**src/sv/bopc_pkg.sv**
```systemverilog
// Package for the binned overlap placement check.
// Holds widths, register indexes, status codes, FSM state and ctrl/datapath structs.
// No dependencies.
`default_nettype none

package bopc_pkg;

  localparam int COORD_W     = 24;
  localparam int DBL_W       = COORD_W + 1;
  localparam int SQ_W        = 2 * DBL_W;
  localparam int SUM_W       = SQ_W + 2;
  localparam int MAX_DIMS    = 3;
  localparam int BIN_W       = 3;
  localparam int STORE_DEPTH = 1024;
  localparam int TOTAL_W     = 11;
  localparam int CURVED_W    = 2;
  localparam int STATUS_W    = 2;
  localparam int APB_AW      = 4;
  localparam int APB_DW      = 32;

  localparam logic [COORD_W-1:0] BOX_RESET = COORD_W'(1048576);

  typedef enum logic [1:0] {
    REG_BOX_X,
    REG_BOX_Y,
    REG_BOX_Z,
    REG_CURVED
  } reg_idx_t;

  typedef enum logic [STATUS_W-1:0] {
    ST_PLACED,
    ST_WALL,
    ST_OVERLAP,
    ST_FULL
  } status_t;

  typedef enum logic [2:0] {
    S_IDLE,
    S_PREP,
    S_WALL,
    S_SCAN,
    S_FINISH
  } state_t;

  typedef struct packed {
    logic [COORD_W-1:0]  box_x;
    logic [COORD_W-1:0]  box_y;
    logic [COORD_W-1:0]  box_z;
    logic [CURVED_W-1:0] curved;
  } cfg_t;

  typedef struct packed {
    logic load;
    logic wall_go;
    logic rd_go;
    logic mode_wall;
    logic flush;
    logic commit;
  } ctrl_cmd_t;

  typedef struct packed {
    logic wall_needed;
    logic fill_zero;
    logic rd_done;
    logic pipe_empty;
    logic hit;
    logic wall_fail;
    logic out_busy;
  } dp_stat_t;

endpackage

`default_nettype wire

```
**src/sv/bopc_cfg.sv**
```systemverilog
// APB register file: box sides and number of curved dimensions.
// Depends on bopc_pkg.
`default_nettype none

module bopc_cfg (
  input  logic                          clk,
  input  logic                          rst_n,
  input  logic                          psel,
  input  logic                          penable,
  input  logic                          pwrite,
  input  logic [bopc_pkg::APB_AW-1:0]   paddr,
  input  logic [bopc_pkg::APB_DW-1:0]   pwdata,
  output logic [bopc_pkg::APB_DW-1:0]   prdata,
  output logic                          pready,
  output bopc_pkg::cfg_t                cfg
);
  import bopc_pkg::*;

  cfg_t     cfg_r;
  cfg_t     cfg_nxt;
  reg_idx_t idx;
  logic     wr_en;

  assign idx    = reg_idx_t'(paddr[APB_AW-1:2]);
  assign wr_en  = psel && penable && pwrite;
  assign pready = 1'b1;
  assign cfg    = cfg_r;

  always_comb begin
    cfg_nxt = cfg_r;
    if (wr_en) begin
      unique case (idx)
        REG_BOX_X:  cfg_nxt.box_x  = pwdata[COORD_W-1:0];
        REG_BOX_Y:  cfg_nxt.box_y  = pwdata[COORD_W-1:0];
        REG_BOX_Z:  cfg_nxt.box_z  = pwdata[COORD_W-1:0];
        REG_CURVED: cfg_nxt.curved = pwdata[CURVED_W-1:0];
        default:    cfg_nxt = cfg_r;
      endcase
    end
  end

  always_comb begin
    unique case (idx)
      REG_BOX_X:  prdata = APB_DW'(cfg_r.box_x);
      REG_BOX_Y:  prdata = APB_DW'(cfg_r.box_y);
      REG_BOX_Z:  prdata = APB_DW'(cfg_r.box_z);
      REG_CURVED: prdata = APB_DW'(cfg_r.curved);
      default:    prdata = '0;
    endcase
  end

  always_ff @(posedge clk) begin
    if (!rst_n) begin
      cfg_r <= '{box_x: BOX_RESET, box_y: BOX_RESET, box_z: BOX_RESET, curved: '0};
    end else begin
      cfg_r <= cfg_nxt;
    end
  end

endmodule

`default_nettype wire

```
**config.mk**
```make
export PLATFORM = sky130hd
export DESIGN_NAME = bopc_cfg
export DESIGN_NICKNAME = d
export VERILOG_FILES = /design/src/sv/bopc_pkg.sv /design/src/sv/bopc_cfg.sv
export SDC_FILE = /design/constraint.sdc
export NUM_CORES = 1
export LEC_CHECK = 0
export BUFFER_PORTS_ARGS = -buffer_cell sky130_fd_sc_hd__buf_2
export CORE_MARGIN = 4
export CORE_UTILIZATION = 51
export DETAILED_ROUTE_END_ITERATION = 10
export MAX_ROUTING_LAYER = met4
export PLACE_DENSITY = 0.95
export SLEW_MARGIN = 20
export SYNTH_ARGS = -nofsm -noshare
export SYNTH_HDL_FRONTEND = slang
export SYNTH_SLANG_ARGS = --single-unit
```
**constraint.sdc**
```tcl
create_clock -name clk -period 1.72 [get_ports clk]
set_clock_uncertainty 0.1 [all_clocks]
set_input_delay 0 -clock clk [delete_from_list [all_inputs] [get_ports clk]]
set_output_delay 0 -clock clk [all_outputs]
set_load 0.01 [all_outputs]
```
==> results.sh <==
export IMPL_cts_sinks=74
export IMPL_worstRegToRegCells=2
export IMPL_synth_top_family_by_area="multiplexers"
export IMPL_end_kind="output pin"
export IMPL_synth_common_cells="nand2_1, mux2i_1, dfxtp_1"
export IMPL_synth_area_top_cells="dfxtp_1, mux2i_1, nand2_1"
export IMPL_synth_edff_count=0
export IMPL_finalSetupTns_ns=0
export IMPL_yosysTopAreaCell="dfxtp_1"
export IMPL_grt_pass1_wl_um=15090
export IMPL_required_ns=1.62
export IMPL_gr_usage_all_layers=0.2553
export IMPL_dp_hpwl_um=6492
export IMPL_grt_antenna_before_repair=0
export IMPL_hold_buffers=24
export IMPL_crit_start="cfg[1]"
export IMPL_clock_latency_ns=0.34
export IMPL_max_stage_delay_ns=0.46
export IMPL_setup_viol=0
export IMPL_synth_async_reset_ratio=0
export IMPL_num_antenna_cells=0
export IMPL_fp_dieH_um=89.13
export IMPL_crit_slowest_cell="mux4_2"
export IMPL_ios=148
export IMPL_drtIter0Drc=122
export IMPL_numPortBuffers=128
export IMPL_first_pass_iters=4
export IMPL_synth_top_area_frac=0.4413
export IMPL_slew_violations=0
export IMPL_cts_htree_levels=3
export IMPL_area_growth_pct=32.02
export IMPL_max_freq_mhz=725.7
export IMPL_clockBufferDepth=2
export IMPL_syn_area_per_cell_um2=9.325
export IMPL_clock_root_buffer="clkbuf_8"
export IMPL_gp_congestion=0.7495
export IMPL_via_count=3108
export IMPL_drive_gt1_frac=0.3197
export IMPL_grt_max_degree=99
export IMPL_fin_crit_sh=0.8011
export IMPL_p_leak_nw=2.260
export IMPL_power_per_cell_area_nw_per_um2=745.8
export IMPL_die_area_um2=7944
export IMPL_min_path_type="in2reg"
export IMPL_r2r_start="cfg[61]"
export IMPL_ys_seq_elements=74
export IMPL_min_to="cfg[1]"
export IMPL_cpLargestDelayFamily="multiplexers"
export IMPL_timing_final_crit_period_ns=1.378
export IMPL_maxCapViolations=0
export IMPL_initial_core_util=0.5257
export IMPL_drc_errors=0
export IMPL_clk_pin_slew_ns=0.07
export IMPL_synth_cell_types=18
export IMPL_hold_violations=0
export IMPL_yosys_warnings=0
export IMPL_fp_dieW_um=89.13
export IMPL_path_class="reg2out"
export IMPL_cts_resized=0
export IMPL_whs_path_depth=4
export IMPL_worstPathArrival_ns=1.28
export IMPL_worst_ir_drop_vdd_mv=0.5859
export IMPL_total_power_w=0.003305
export IMPL_synthAdderAreaFrac=0
export IMPL_design_core_area_um2=6386
export IMPL_first_global_vias=3180
export IMPL_antenna_left=0
export IMPL_cp_cell_sequence="mux4_2, buf_2"
export IMPL_start_kind="flop"
export IMPL_num_rows=29
export IMPL_worstPathMaxFanout=3
export IMPL_rsz0062_at_grt="no"
export IMPL_crit_buf_inv=1
export IMPL_muxShareOfSynthArea=0.2997
export IMPL_cts_made_buffers=9
export IMPL_viasPerCell=5.268
export IMPL_r2r_slack_ns=0.96
export IMPL_wl_per_cell_um=16.28
export IMPL_synthXorXnorAreaFrac=0
export IMPL_worstReg2RegEnd="cfg[61]"
export IMPL_cts_tree="yes"
export IMPL_wl_um=9603
export IMPL_synth_compound_area_frac=0.03280
export IMPL_post_cts_setup_buffers=0
export IMPL_synthFlopType="dfxtp_1"
export IMPL_netlist_area_um2=3357
export IMPL_syn_inst=360
export IMPL_status="finished, final reports clean"
export IMPL_worst_path_stages=2
export IMPL_yosys_area_share_simple=0.1539
export IMPL_overflow=0
export IMPL_synth_seq_area_share=0.4413
export IMPL_nets=549
export IMPL_largest_reg_flops=74
export IMPL_synth_most_common_cell="nand2_1"
export IMPL_hold_start="penable"
placed cells by master, fill, tap and decap left out:
cell and instances:
clkbuf_8 11, nand2_1 117, clkinv_2 2, nor3_2 1, nor2_1 1, nor2b_1 4
conb_1 9, or3_1 1, dlygate4sd3_1 24, buf_4 13, nor3b_2 1, clkbuf_1 1
nor2b_2 1, or3b_2 1, clkinv_4 1, dfxtp_1 74, clkinvlp_4 1, mux4_2 2
o21ai_0 22, buf_2 128, mux2i_1 96, buf_12 1, nand3_2 1
how the worst max path moves through the flow:
stage | endpoint | slack (ns)
3_5_place_dp | cfg[18] | 0.28
4_1_cts | prdata[1] | 0.34
2_1_floorplan | cfg[22] | 0.62
3_3_place_gp | cfg[22] | 0.30
6_report | prdata[1] | 0.34
5_1_grt | prdata[1] | 0.29
worst reg2reg max path, stage by stage, from the launching register on:
cell     delay, ns
dfxtp_1       0.38
nand2_1       0.08
mux2i_1       0.14
layout make-up:
| cell class | count | area (µm²) |
|---|---|---|
| sequential | 74 | 1481 |
| timing repair buffer | 166 | 998.5 |
| multi-input combinational | 257 | 1674 |
| fill | 502 | 1954 |
| clock buffer | 12 | 155.1 |
| tap | 77 | 96.34 |
| clock inverter | 4 | 26.28 |
cells by family (layout without fill, tap and decap cells):
| family | after synthesis | in the layout |
|---|---|---|
| other cells | 2 | 9 |
| mux | 98 | 98 |
| simple gates | 128 | 128 |
| buf+inv | 36 | 182 |
| flops | 74 | 74 |
| compound gates | 22 | 22 |
per-stage QoR:
stage	area [µm²]	hold slack, ns	setup WS [ns]	std cells	utilization
2_1_floorplan	3383	0.08011	0.6214	367	-
3_3_place_gp	4010	0.1772	0.2959	550	0.6279
3_5_place_dp	4010	0.1968	0.2790	550	0.6279
4_1_cts	4432	0.03182	0.3355	590	0.6940
5_1_grt	4432	0.07016	0.2896	590	0.6940
6_report	4432	0.04167	0.3421	590	0.6940
power breakdown:
part	switching, W	leakage [nW]	internal [W]
combinational	0.000186	1.57	0.000146
clock	0.000621	0.0924	0.000601
sequential	0.0000176	0.597	0.00173
layer usage:
layer	routed length, µm	share of wire	vias up	GRT usage
met4	328	0.034	0	0.1299
met1	3648	0.38	1469	0.2735
met3	626	0.065	29	0.05069
met5	0	0	-	-
li1	-	-	1472	-
met2	5000	0.52	138	0.4447
Power figures use the tool's default switching activity.
