### config.mk
export PLATFORM = sky130hd
export DESIGN_NAME = bopc_ctrl
export DESIGN_NICKNAME = d
export VERILOG_FILES = /design/src/sv/bopc_pkg.sv /design/src/sv/bopc_ctrl.sv
export SDC_FILE = /design/constraint.sdc
export NUM_CORES = 1
export LEC_CHECK = 0
export ABC_AREA = 1
export BUFFER_PORTS_ARGS = -buffer_cell sky130_fd_sc_hd__buf_4
export CAP_MARGIN = 25
export CELL_PAD_IN_SITES_DETAIL_PLACEMENT = 1
export CELL_PAD_IN_SITES_GLOBAL_PLACEMENT = 2
export CORE_MARGIN = 5
export CORE_UTILIZATION = 17
export DETAILED_ROUTE_END_ITERATION = 8
export PLACE_DENSITY = 0.76
export SLEW_MARGIN = 30
export SYNTH_ARGS = -nofsm -noshare
export SYNTH_HDL_FRONTEND = slang
export SYNTH_SLANG_ARGS = --single-unit
### constraint.sdc
create_clock -name clk -period 1.1 [get_ports clk]
set_input_delay 0.33 -clock clk [delete_from_list [all_inputs] [get_ports clk]]
set_output_delay 0.33 -clock clk [all_outputs]
set_load 0.05 [all_outputs]
### src/sv/bopc_pkg.sv
// Package for the binned overlap placement check.
// Holds widths, register indexes, status codes, FSM state and ctrl/datapath structs.
// No dependencies.
`default_nettype none

package bopc_pkg;

  localparam int COORD_W     = 24;
  localparam int DBL_W       = COORD_W + 1;
  localparam int SQ_W        = 2 * DBL_W;
  localparam int SUM_W       = SQ_W + 2;
  localparam int MAX_DIMS    = 3;
  localparam int BIN_W       = 3;
  localparam int STORE_DEPTH = 1024;
  localparam int TOTAL_W     = 11;
  localparam int CURVED_W    = 2;
  localparam int STATUS_W    = 2;
  localparam int APB_AW      = 4;
  localparam int APB_DW      = 32;

  localparam logic [COORD_W-1:0] BOX_RESET = COORD_W'(1048576);

  typedef enum logic [1:0] {
    REG_BOX_X,
    REG_BOX_Y,
    REG_BOX_Z,
    REG_CURVED
  } reg_idx_t;

  typedef enum logic [STATUS_W-1:0] {
    ST_PLACED,
    ST_WALL,
    ST_OVERLAP,
    ST_FULL
  } status_t;

  typedef enum logic [2:0] {
    S_IDLE,
    S_PREP,
    S_WALL,
    S_SCAN,
    S_FINISH
  } state_t;

  typedef struct packed {
    logic [COORD_W-1:0]  box_x;
    logic [COORD_W-1:0]  box_y;
    logic [COORD_W-1:0]  box_z;
    logic [CURVED_W-1:0] curved;
  } cfg_t;

  typedef struct packed {
    logic load;
    logic wall_go;
    logic rd_go;
    logic mode_wall;
    logic flush;
    logic commit;
  } ctrl_cmd_t;

  typedef struct packed {
    logic wall_needed;
    logic fill_zero;
    logic rd_done;
    logic pipe_empty;
    logic hit;
    logic wall_fail;
    logic out_busy;
  } dp_stat_t;

endpackage

`default_nettype wire

### src/sv/bopc_ctrl.sv
// Controller FSM: load, curved wall test, bin scan, commit of one item.
// Depends on bopc_pkg; drives bopc_dp through ctrl_cmd_t.
`default_nettype none

module bopc_ctrl (
  input  logic                 clk,
  input  logic                 rst_n,
  input  logic                 in_valid,
  output logic                 in_ready,
  input  bopc_pkg::dp_stat_t   stat,
  output bopc_pkg::ctrl_cmd_t  cmd
);
  import bopc_pkg::*;

  state_t state_r;
  state_t state_nxt;

  always_comb begin
    state_nxt = state_r;
    unique case (state_r)
      S_IDLE: begin
        if (in_valid) state_nxt = S_PREP;
      end
      S_PREP: begin
        if (stat.wall_needed) state_nxt = S_WALL;
        else if (stat.fill_zero) state_nxt = S_FINISH;
        else state_nxt = S_SCAN;
      end
      S_WALL: begin
        if (stat.pipe_empty) begin
          if (stat.wall_fail || stat.fill_zero) state_nxt = S_FINISH;
          else state_nxt = S_SCAN;
        end
      end
      S_SCAN: begin
        if (stat.hit || (stat.rd_done && stat.pipe_empty)) state_nxt = S_FINISH;
      end
      S_FINISH: begin
        if (!stat.out_busy) state_nxt = S_IDLE;
      end
      default: state_nxt = S_IDLE;
    endcase
  end

  always_comb begin
    in_ready      = (state_r == S_IDLE);
    cmd           = '0;
    cmd.load      = (state_r == S_IDLE) && in_valid;
    cmd.wall_go   = (state_r == S_PREP) && stat.wall_needed;
    cmd.mode_wall = (state_r == S_WALL);
    cmd.rd_go     = (state_r == S_SCAN) && !stat.rd_done && !stat.hit;
    cmd.flush     = (state_r == S_FINISH);
    cmd.commit    = (state_r == S_FINISH) && !stat.out_busy;
  end

  always_ff @(posedge clk) begin
    if (!rst_n) begin
      state_r <= S_IDLE;
    end else begin
      state_r <= state_nxt;
    end
  end

endmodule

`default_nettype wire

==> results.md, run 1 <==
Worst setup path:
- The end of the worst register-to-register path is state_r[1]$_SDFFE_PN0P_.
- The critical path capture point type is an output port.
- The critical path class is reg2out.
- The startpoint identified for the worst register-to-register timing path is state_r[1]$_SDFFE_PN0P_.
- The critical path's top delay family is flip-flops.
- The signal on the critical path passes through nor2_4, nand2_2, nor2_4, buf_6.
- Data on the critical path arrives at its endpoint at 1120 ps.
- The cell at the slowest stage of the critical path is sky130_fd_sc_hd__dfxtp_4.
- The critical path buffer and inverter count is 1.
- The most numerous cell type found on the critical path is sky130_fd_sc_hd__nor2_4.
- In this design, the stage delay of the slowest critical-path cell is 370 ps.
- In this run the worst path has a maximum fanout of 5.
- At the worst endpoint, the required time is 770 ps.
- The worst register-to-register path has a depth of 7.
- The worst reg-to-reg setup slack is -80 ps.
- The worst setup path is launched from a register.

Die:
- After floorplanning, the core was sized to cover 1540 um2.
- The die outline area is 2600 um2.
- Pin placement for this block handled 17 I/O pins.
- The starting density of the core is 18.5%.
- The die is 51.0 um wide.
- The floorplan has 14 rows.
- From bottom edge to top edge, the die measures 51.0 um.

Synthesis:
- In this run, synthesis produced a sequential element count of 3.
- During synthesis, Yosys emitted a total of 0 warnings.
- The number of instances in the synthesized netlist is 52.
- The number of nets in the synthesized netlist is 62.
- Each instance of the synthesized netlist takes up on average 5.49 um2.
- The synthesized netlist occupies a cell area of 285 um2.
- In this run, distinct cell masters in the synthesized netlist total 15.
- Sequential elements use 21.1% of the synthesized area.

Min path:
- The number of cells traversed by the worst hold path is 3.
- The path category of the worst min-delay check is in2reg.
- The startpoint of the most critical hold path is rst_n.
- The end of the worst hold path is state_r[1]$_SDFFE_PN0P_.

Drt:
- The routed design uses 57 um of met3 wire.
- The post-detailed-route count of antenna-violating nets is 0.
- In the final routed layout, each cell accounts on average for 12.2 um.
- Using the TritonRoute via totals, the vias-per-cell ratio works out to 4.42.
- The number of iterations in the first detailed-routing pass is 1.
- The detailed-route wire length on metal 1 is 485 um.
- The met2 wirelength from detailed routing is 643 um.
- The highest metal layer used by the detailed router is met4.
- Wires add up to 1210 um.
- After detailed routing, the number of remaining DRC violations is 0.
- The detailed router placed 438 vias in this run.
- The detailed router's first-iteration violation count is 0.

Power:
- Power spread over the standard cell area amounts to 1620 nW/um2.
- The total power draw is 1.20 mW.
- The total leakage power is 0.337 nW.
- The maximum resistive drop on vdd is 600 uV.

STA:
- The share of the clock period used by the worst path is 132%.
- The final max-slew violation count came to 0.
- The actual transition at the worst max-transition pin is 210 ps.
- Setup violations remaining at the end of the flow were counted as 10.
- The routed design could run at a clock period as short as 1450 ps.
- The worst setup margin is -352 ps.
- Setup repair after global routing could not meet its margin everywhere.
- The final number of hold-violating endpoints is 0.
- The maximum frequency from static timing analysis is 0.689 GHz.
- For the final database, setup skew stands at 1.88 ps.
- The worst pin sits at a relative slew slack of 85.9%.
- The worst hold slack after final layout is 369 ps.

Clock tree:
- The CTS tree is yes.
- The root cell of the clock tree is sky130_fd_sc_hd__clkbuf_4.
- The hold-fix buffer count after cts is 0.
- No sink is reached through more buffers than the 2 on the longest clock path.
- The number of buffers created by CTS is 3.
- After clock tree synthesis, the clock-pin slew on the worst setup and hold paths is 40 ps.
- The number of clock sinks is 3.
- The source-to-sink clock delay at the later pin of the worst-skew pair is 240 ps.
- CTS built an H-tree with a depth of 1.

Finish:
- Summing all non-filler instances in the final layout gives an area of 744 um2.
- The area added between synthesis and finish is 161%.
- The most frequent standard cell in the layout excluding fill and tap cells is sky130_fd_sc_hd__buf_4.
- The top cell types in the final layout, fill and taps aside, are sky130_fd_sc_hd__buf_4 (16), sky130_fd_sc_hd__buf_6 (10), sky130_fd_sc_hd__inv_1 (7).
- Of the cells placed in the final design, the portion with a size suffix greater than 1 is 73.5%.
- The final core utilization is 48.3%.
- The count of non-filler cells in the finished layout is 99.
- The register with the most flip-flops in the layout has 3 of them.
- The repair_antennas step left the layout with diodes totalling 0.
- The number of nets in the layout is 94.
- The largest registers in the layout are state_r: 3 flops.
- The register bank with the most flops is state_r.

GRT:
- Entering global routing, the biggest net connects 8 pins.
- The global-route wire length before repair is 2130 um.
- The global route total overflow is 0.
- The number of antenna violations at the first check in global routing is 0.
- Global routing consumed, over all layers together, 10.6% of the routing resources.
- The via count of the first global-routing pass is 496.

Job:
- The total of max-cap violations is 0.

Placed design:
- The congestion estimate from routability-driven global placement came to 0.712.
- The post-place instance area is 569 um2.
- The number of placed instances, taps included, is 92.
- After legalization and detailed placement, the total HPWL measured 902 um.
- The number of buffers inserted by port buffering is 16.

Status:
- The run finished, with violations left.
- The final reports fail on setup timing.
final cells by class:
cell class	count	area (um2)
fillers	189	797
multi-input cells	37	312
repair buffers	28	263
flip-flops and latches	3	71.3
inverters	11	52.6
clock buffers	4	26.3
well taps	16	20.0
worst max-delay path by stage:
stage                         to  cells past startpoint               startpoint  slack, ps
final                     cmd[4]                      4  state_r[1]$_SDFFE_PN0P_       -350
after global routing      cmd[0]                      4  state_r[2]$_SDFFE_PN0P_       -390
after CTS                 cmd[0]                      4  state_r[2]$_SDFFE_PN0P_       -350
after detailed placement  cmd[3]                      3  state_r[0]$_SDFFE_PN0P_       -190
after global placement    cmd[3]                      3  state_r[0]$_SDFFE_PN0P_       -180
after floorplan           cmd[3]                      3  state_r[0]$_SDFFE_PN0P_       -340
report_power, final:
group / internal [mW] / total (mW) / switching, mW
Combinational: 0.348 / 0.796 / 0.448
Sequential: 0.139 / 0.205 / 0.0669
Clock: 0.136 / 0.201 / 0.0646
Total: 0.623 / 1.20 / 0.579
synthesized netlist by cell type:
| library cell | n | area share, % |
|---|---|---|
| sky130_fd_sc_hd__a21oi_1 | 4 | 7.0 |
| sky130_fd_sc_hd__buf_4 | 1 | 2.6 |
| sky130_fd_sc_hd__dfxtp_1 | 3 | 21 |
| sky130_fd_sc_hd__inv_1 | 9 | 12 |
| sky130_fd_sc_hd__inv_2 | 2 | 2.6 |
| sky130_fd_sc_hd__nand2_1 | 9 | 12 |
| sky130_fd_sc_hd__nand2_2 | 1 | 2.2 |
| sky130_fd_sc_hd__nand3_1 | 4 | 7.0 |
| sky130_fd_sc_hd__nand3_2 | 1 | 3.5 |
| sky130_fd_sc_hd__nor2_1 | 8 | 11 |
| sky130_fd_sc_hd__nor2_2 | 3 | 6.6 |
| sky130_fd_sc_hd__nor3_1 | 2 | 3.5 |
| sky130_fd_sc_hd__nor4_1 | 2 | 4.4 |
| sky130_fd_sc_hd__o21ai_0 | 2 | 3.5 |
| sky130_fd_sc_hd__o21ai_1 | 1 | 1.8 |
kinds of logic (layout without fill, tap and decap cells):
| family | after synthesis | in the layout | share of synthesized area, % |
|---|---|---|---|
| AO/OA/AOI/OAI | 7 | 7 | 12.3 |
| buffers and inverters | 12 | 43 | 17.1 |
| flip-flops | 3 | 3 | 21.1 |
| AND/OR/NAND/NOR | 30 | 30 | 49.6 |
layer usage:
metal / track usage, % / up-vias
met2: 19.0 / 11
met1: 12.0 / 201
li1: - / 224
met5: 0 / -
met4: 6.38 / 0
met3: 0.872 / 2
through the flow:
stage	TNS (ps)	setup slack, ps
6_report	-2460	-352
5_1_grt	-3040	-394
4_1_cts	-2510	-350
3_5_place_dp	-1280	-188
3_3_place_gp	-1210	-179
2_1_floorplan	-1600	-343
worst register-to-register path, cell delays in order (launching register included):
cell and delay [ps]:
sky130_fd_sc_hd__dfxtp_4 370, sky130_fd_sc_hd__nor2_4 170, sky130_fd_sc_hd__buf_4 150, sky130_fd_sc_hd__nand3_2 60
sky130_fd_sc_hd__nand2_2 90, sky130_fd_sc_hd__inv_1 50, sky130_fd_sc_hd__a21oi_1 140, sky130_fd_sc_hd__nor2_1 50
what timing repair did:
action	CTS	global route
pin swaps	3	6
endpoints found under the setup margin	10	10
endpoints found under the hold margin	0	0
resized for setup	24	10
buffers inserted	3	1
No activity file was read; power rests on OpenSTA's default activity.
==> inputs of run 2 (changes only) <==
--- a/config.mk
+++ b/config.mk
@@ -6,14 +6,16 @@
 export NUM_CORES = 1
 export LEC_CHECK = 0
 export ABC_AREA = 1
-export BUFFER_PORTS_ARGS = -buffer_cell sky130_fd_sc_hd__buf_4
+export BUFFER_PORTS_ARGS = -buffer_cell sky130_fd_sc_hd__buf_2
 export CAP_MARGIN = 25
 export CELL_PAD_IN_SITES_DETAIL_PLACEMENT = 1
 export CELL_PAD_IN_SITES_GLOBAL_PLACEMENT = 2
 export CORE_MARGIN = 5
 export CORE_UTILIZATION = 17
 export DETAILED_ROUTE_END_ITERATION = 8
+export GPL_TIMING_DRIVEN = 0
 export PLACE_DENSITY = 0.76
+export SETUP_SLACK_MARGIN = 0.4
 export SLEW_MARGIN = 30
 export SYNTH_ARGS = -nofsm -noshare
 export SYNTH_HDL_FRONTEND = slang
==> results.md, run 2 (synthesis gave the netlist of run 1 again) <==
Finish:
- In the layout the commonest cells are sky130_fd_sc_hd__buf_2 (9), sky130_fd_sc_hd__buf_6 (9), sky130_fd_sc_hd__inv_1 (7), sky130_fd_sc_hd__buf_4 (7), sky130_fd_sc_hd__nor2_1 (5).
- The fraction of final layout cells sized beyond drive strength 1 is 69.5% (-4.0 points).
- The final antenna diode count is 0 (unchanged).
- In the final layout, the registers with the most flip-flops are state_r: 3 flops.
- The number of flip-flops under the largest register name was 3 (unchanged).
- The final core utilization was 44.2% (-4.1 points).
- state_r holds more flip-flops than any other register.
- The area growth from synthesis to layout is 139%.
- The number of nets in the layout is 93 (-1.1%).

Clock tree:
- The maximum root-to-sink buffer count is 2 (unchanged).
- The CTS tree is yes.
- The source-to-sink clock delay at the later pin of the worst-skew pair is 230 ps (about the same).
- The number of clock sinks is 3 (unchanged).
- CTS placed an instance of sky130_fd_sc_hd__clkbuf_4 at the clock tree root.
- The H-tree depth is 1 (unchanged).
- The number of buffers created by CTS is 3 (unchanged).
- The clock slew at the register clock pins of the worst setup and hold paths is 40 ps (about the same).
- The hold-fix buffer count after cts is 0 (unchanged).

Worst setup path:
- The critical path class is reg2out.
- STA classifies the critical path endpoint as an output port.
- The critical path required time was 770 ps (about the same).
- The worst endpoint data arrival time was 1130 ps (about the same).
- The startpoint type of the worst setup path is a register.
- The largest fanout on the critical path was 5 (unchanged).

GRT:
- The maximum number of pins on one net before global-route repair is 9 (+1).
- The via count of the first global-routing pass was 445 (-10%).
- The number of antenna violations at the first check in global routing is 0 (unchanged).
- The total routing usage reported by global routing came to 8.38% (-2.3 points).
- The global route total overflow came to 0 (unchanged).
- The global-route wire length before repair is 1750 um (-18%).

STA:
- The worst setup margin is -358 ps (-5.86 ps).
- The share of the clock period used by the worst path is 133% (+0.53 points).
- The shortest period the worst path allows is 1460 ps (+5.86 ps).
- The actual transition at the worst max-transition pin is 210 ps (+0.561 ps).
- The clock skew was 4.51 ps (+2.62 ps).
- The final max-slew violation count was 0 (unchanged).
- The worst relative slew slack is 85.9% (about the same).
- The maximum frequency from static timing analysis is 0.686 GHz (-0.40%).
- Setup repair after global routing could not meet its margin everywhere.
- The final number of hold-violating endpoints came to 0 (unchanged).
- The setup-violating endpoint count in the final report is 10 (unchanged).
- The worst hold slack after final layout was 370 ps (+0.844 ps).

Drt:
- The final routed DRC violation total is 0 (unchanged).
- The number of iterations in the first detailed-routing pass came to 2 (+1).
- The via count normalized by instance count is 4.42 (-0.13%).
- The detail-routed net length per standard cell was 10.6 um (-13%).
- The total number of vias came to 433 (-1.1%).
- The routed wire length is 1040 um (-14%).
- The detailed router's first-iteration violation count is 7 (+7).
- The post-detailed-route count of antenna-violating nets was 0 (unchanged).

Power:
- The power per standard cell area came to 1670 nW/um2 (+3.3%).
- The total leakage power is 0.321 nW (-4.9%).
- The maximum resistive drop on vdd is 626 uV (+4.4%).

Die:
- The count of standard-cell rows is 14 (unchanged).
- The number of primary I/O pins was 17 (unchanged).
- The starting density of the core is 18.5% (unchanged).
- The width of the die is 51.0 um (unchanged).
- The core footprint is 1540 um2 (unchanged).
- The vertical die dimension was 51.0 um (unchanged).
- The die outline area came to 2600 um2 (unchanged).

Status:
- The run finished, with violations left.
- The final reports fail on setup timing.

Job:
- The total of max-cap violations was 0 (unchanged).

Placed design:
- The detailed placer's ending HPWL came to 735 um (-18%).
- The number of buffers inserted by port buffering came to 16 (unchanged).
- The post-place setup slack was -329 ps (-142 ps).
- The placer congestion estimate is 0.752 (+5.7%).

Min path:
- The tightest min-delay check is of the in2reg type.
==> run 2: worst max-delay path, stage by stage (launching register included) <==
cell and delay (ps):
sky130_fd_sc_hd__dfxtp_4 370, sky130_fd_sc_hd__nor2_4 170, sky130_fd_sc_hd__nand2_2 100, sky130_fd_sc_hd__nor2_4 100, sky130_fd_sc_hd__buf_8 150
==> run 2: timing repair <==
action                                  4_1_cts  5_1_grt
setup buffers                                 6        4
endpoints found under the setup margin       10       10
pin swaps                                     4        9
gates resized for setup                      23        7
==> run 2: per-stage QoR <==
stage                     instance area, um2  TNS (ps)  std cells  power [mW]
after floorplan                          375     -1580         52       0.594
after global placement                   475     -1610         84       0.697
after detailed placement                 475     -1600         84       0.698
after CTS                                628     -2520         94        1.07
after global routing                     682     -3250         98        1.21
final                                    682     -2690         98        1.14
==> run 2: worst paths after layout <==
path / startpoint / to / slack [ps] / cells after the start
hold reg to reg: state_r[1]$_SDFFE_PN0P_ / state_r[2]$_SDFFE_PN0P_ / 710 / 3
hold / removal: rst_n / state_r[2]$_SDFFE_PN0P_ / 370 / 3
setup reg to reg: state_r[2]$_SDFFE_PN0P_ / state_r[1]$_SDFFE_PN0P_ / -150 / 8
setup / recovery: state_r[2]$_SDFFE_PN0P_ / cmd[4] / -360 / 4
==> run 2: power breakdown <==
group	total [mW]	switching (mW)	leakage (nW)	internal (mW)
clock	0.191	0.0550	0.0150	0.136
combinational	0.774	0.446	0.279	0.328
sequential	0.173	0.0378	0.0264	0.135
==> run 2: layer usage <==
| metal | up-vias | GRT usage (%) | share of wire, % |
|---|---|---|---|
| met1 | 199 | 9.97 | 39 |
| met2 | 11 | 15.1 | 54 |
| met4 | 0 | 3.83 | 1.4 |
| met5 | - | 0 | 0 |
| li1 | 221 | - | - |
| met3 | 2 | 0.581 | 4.8 |
==> run 2: final cells by class <==
type	count	area, um2
plain buffers	1	15.0
clock buffers	4	26.3
fillers	194	860
inverters	11	47.5
multi-input cells	37	290
flip-flops and latches	3	68.8
well taps	16	20.0
repair buffers	26	214
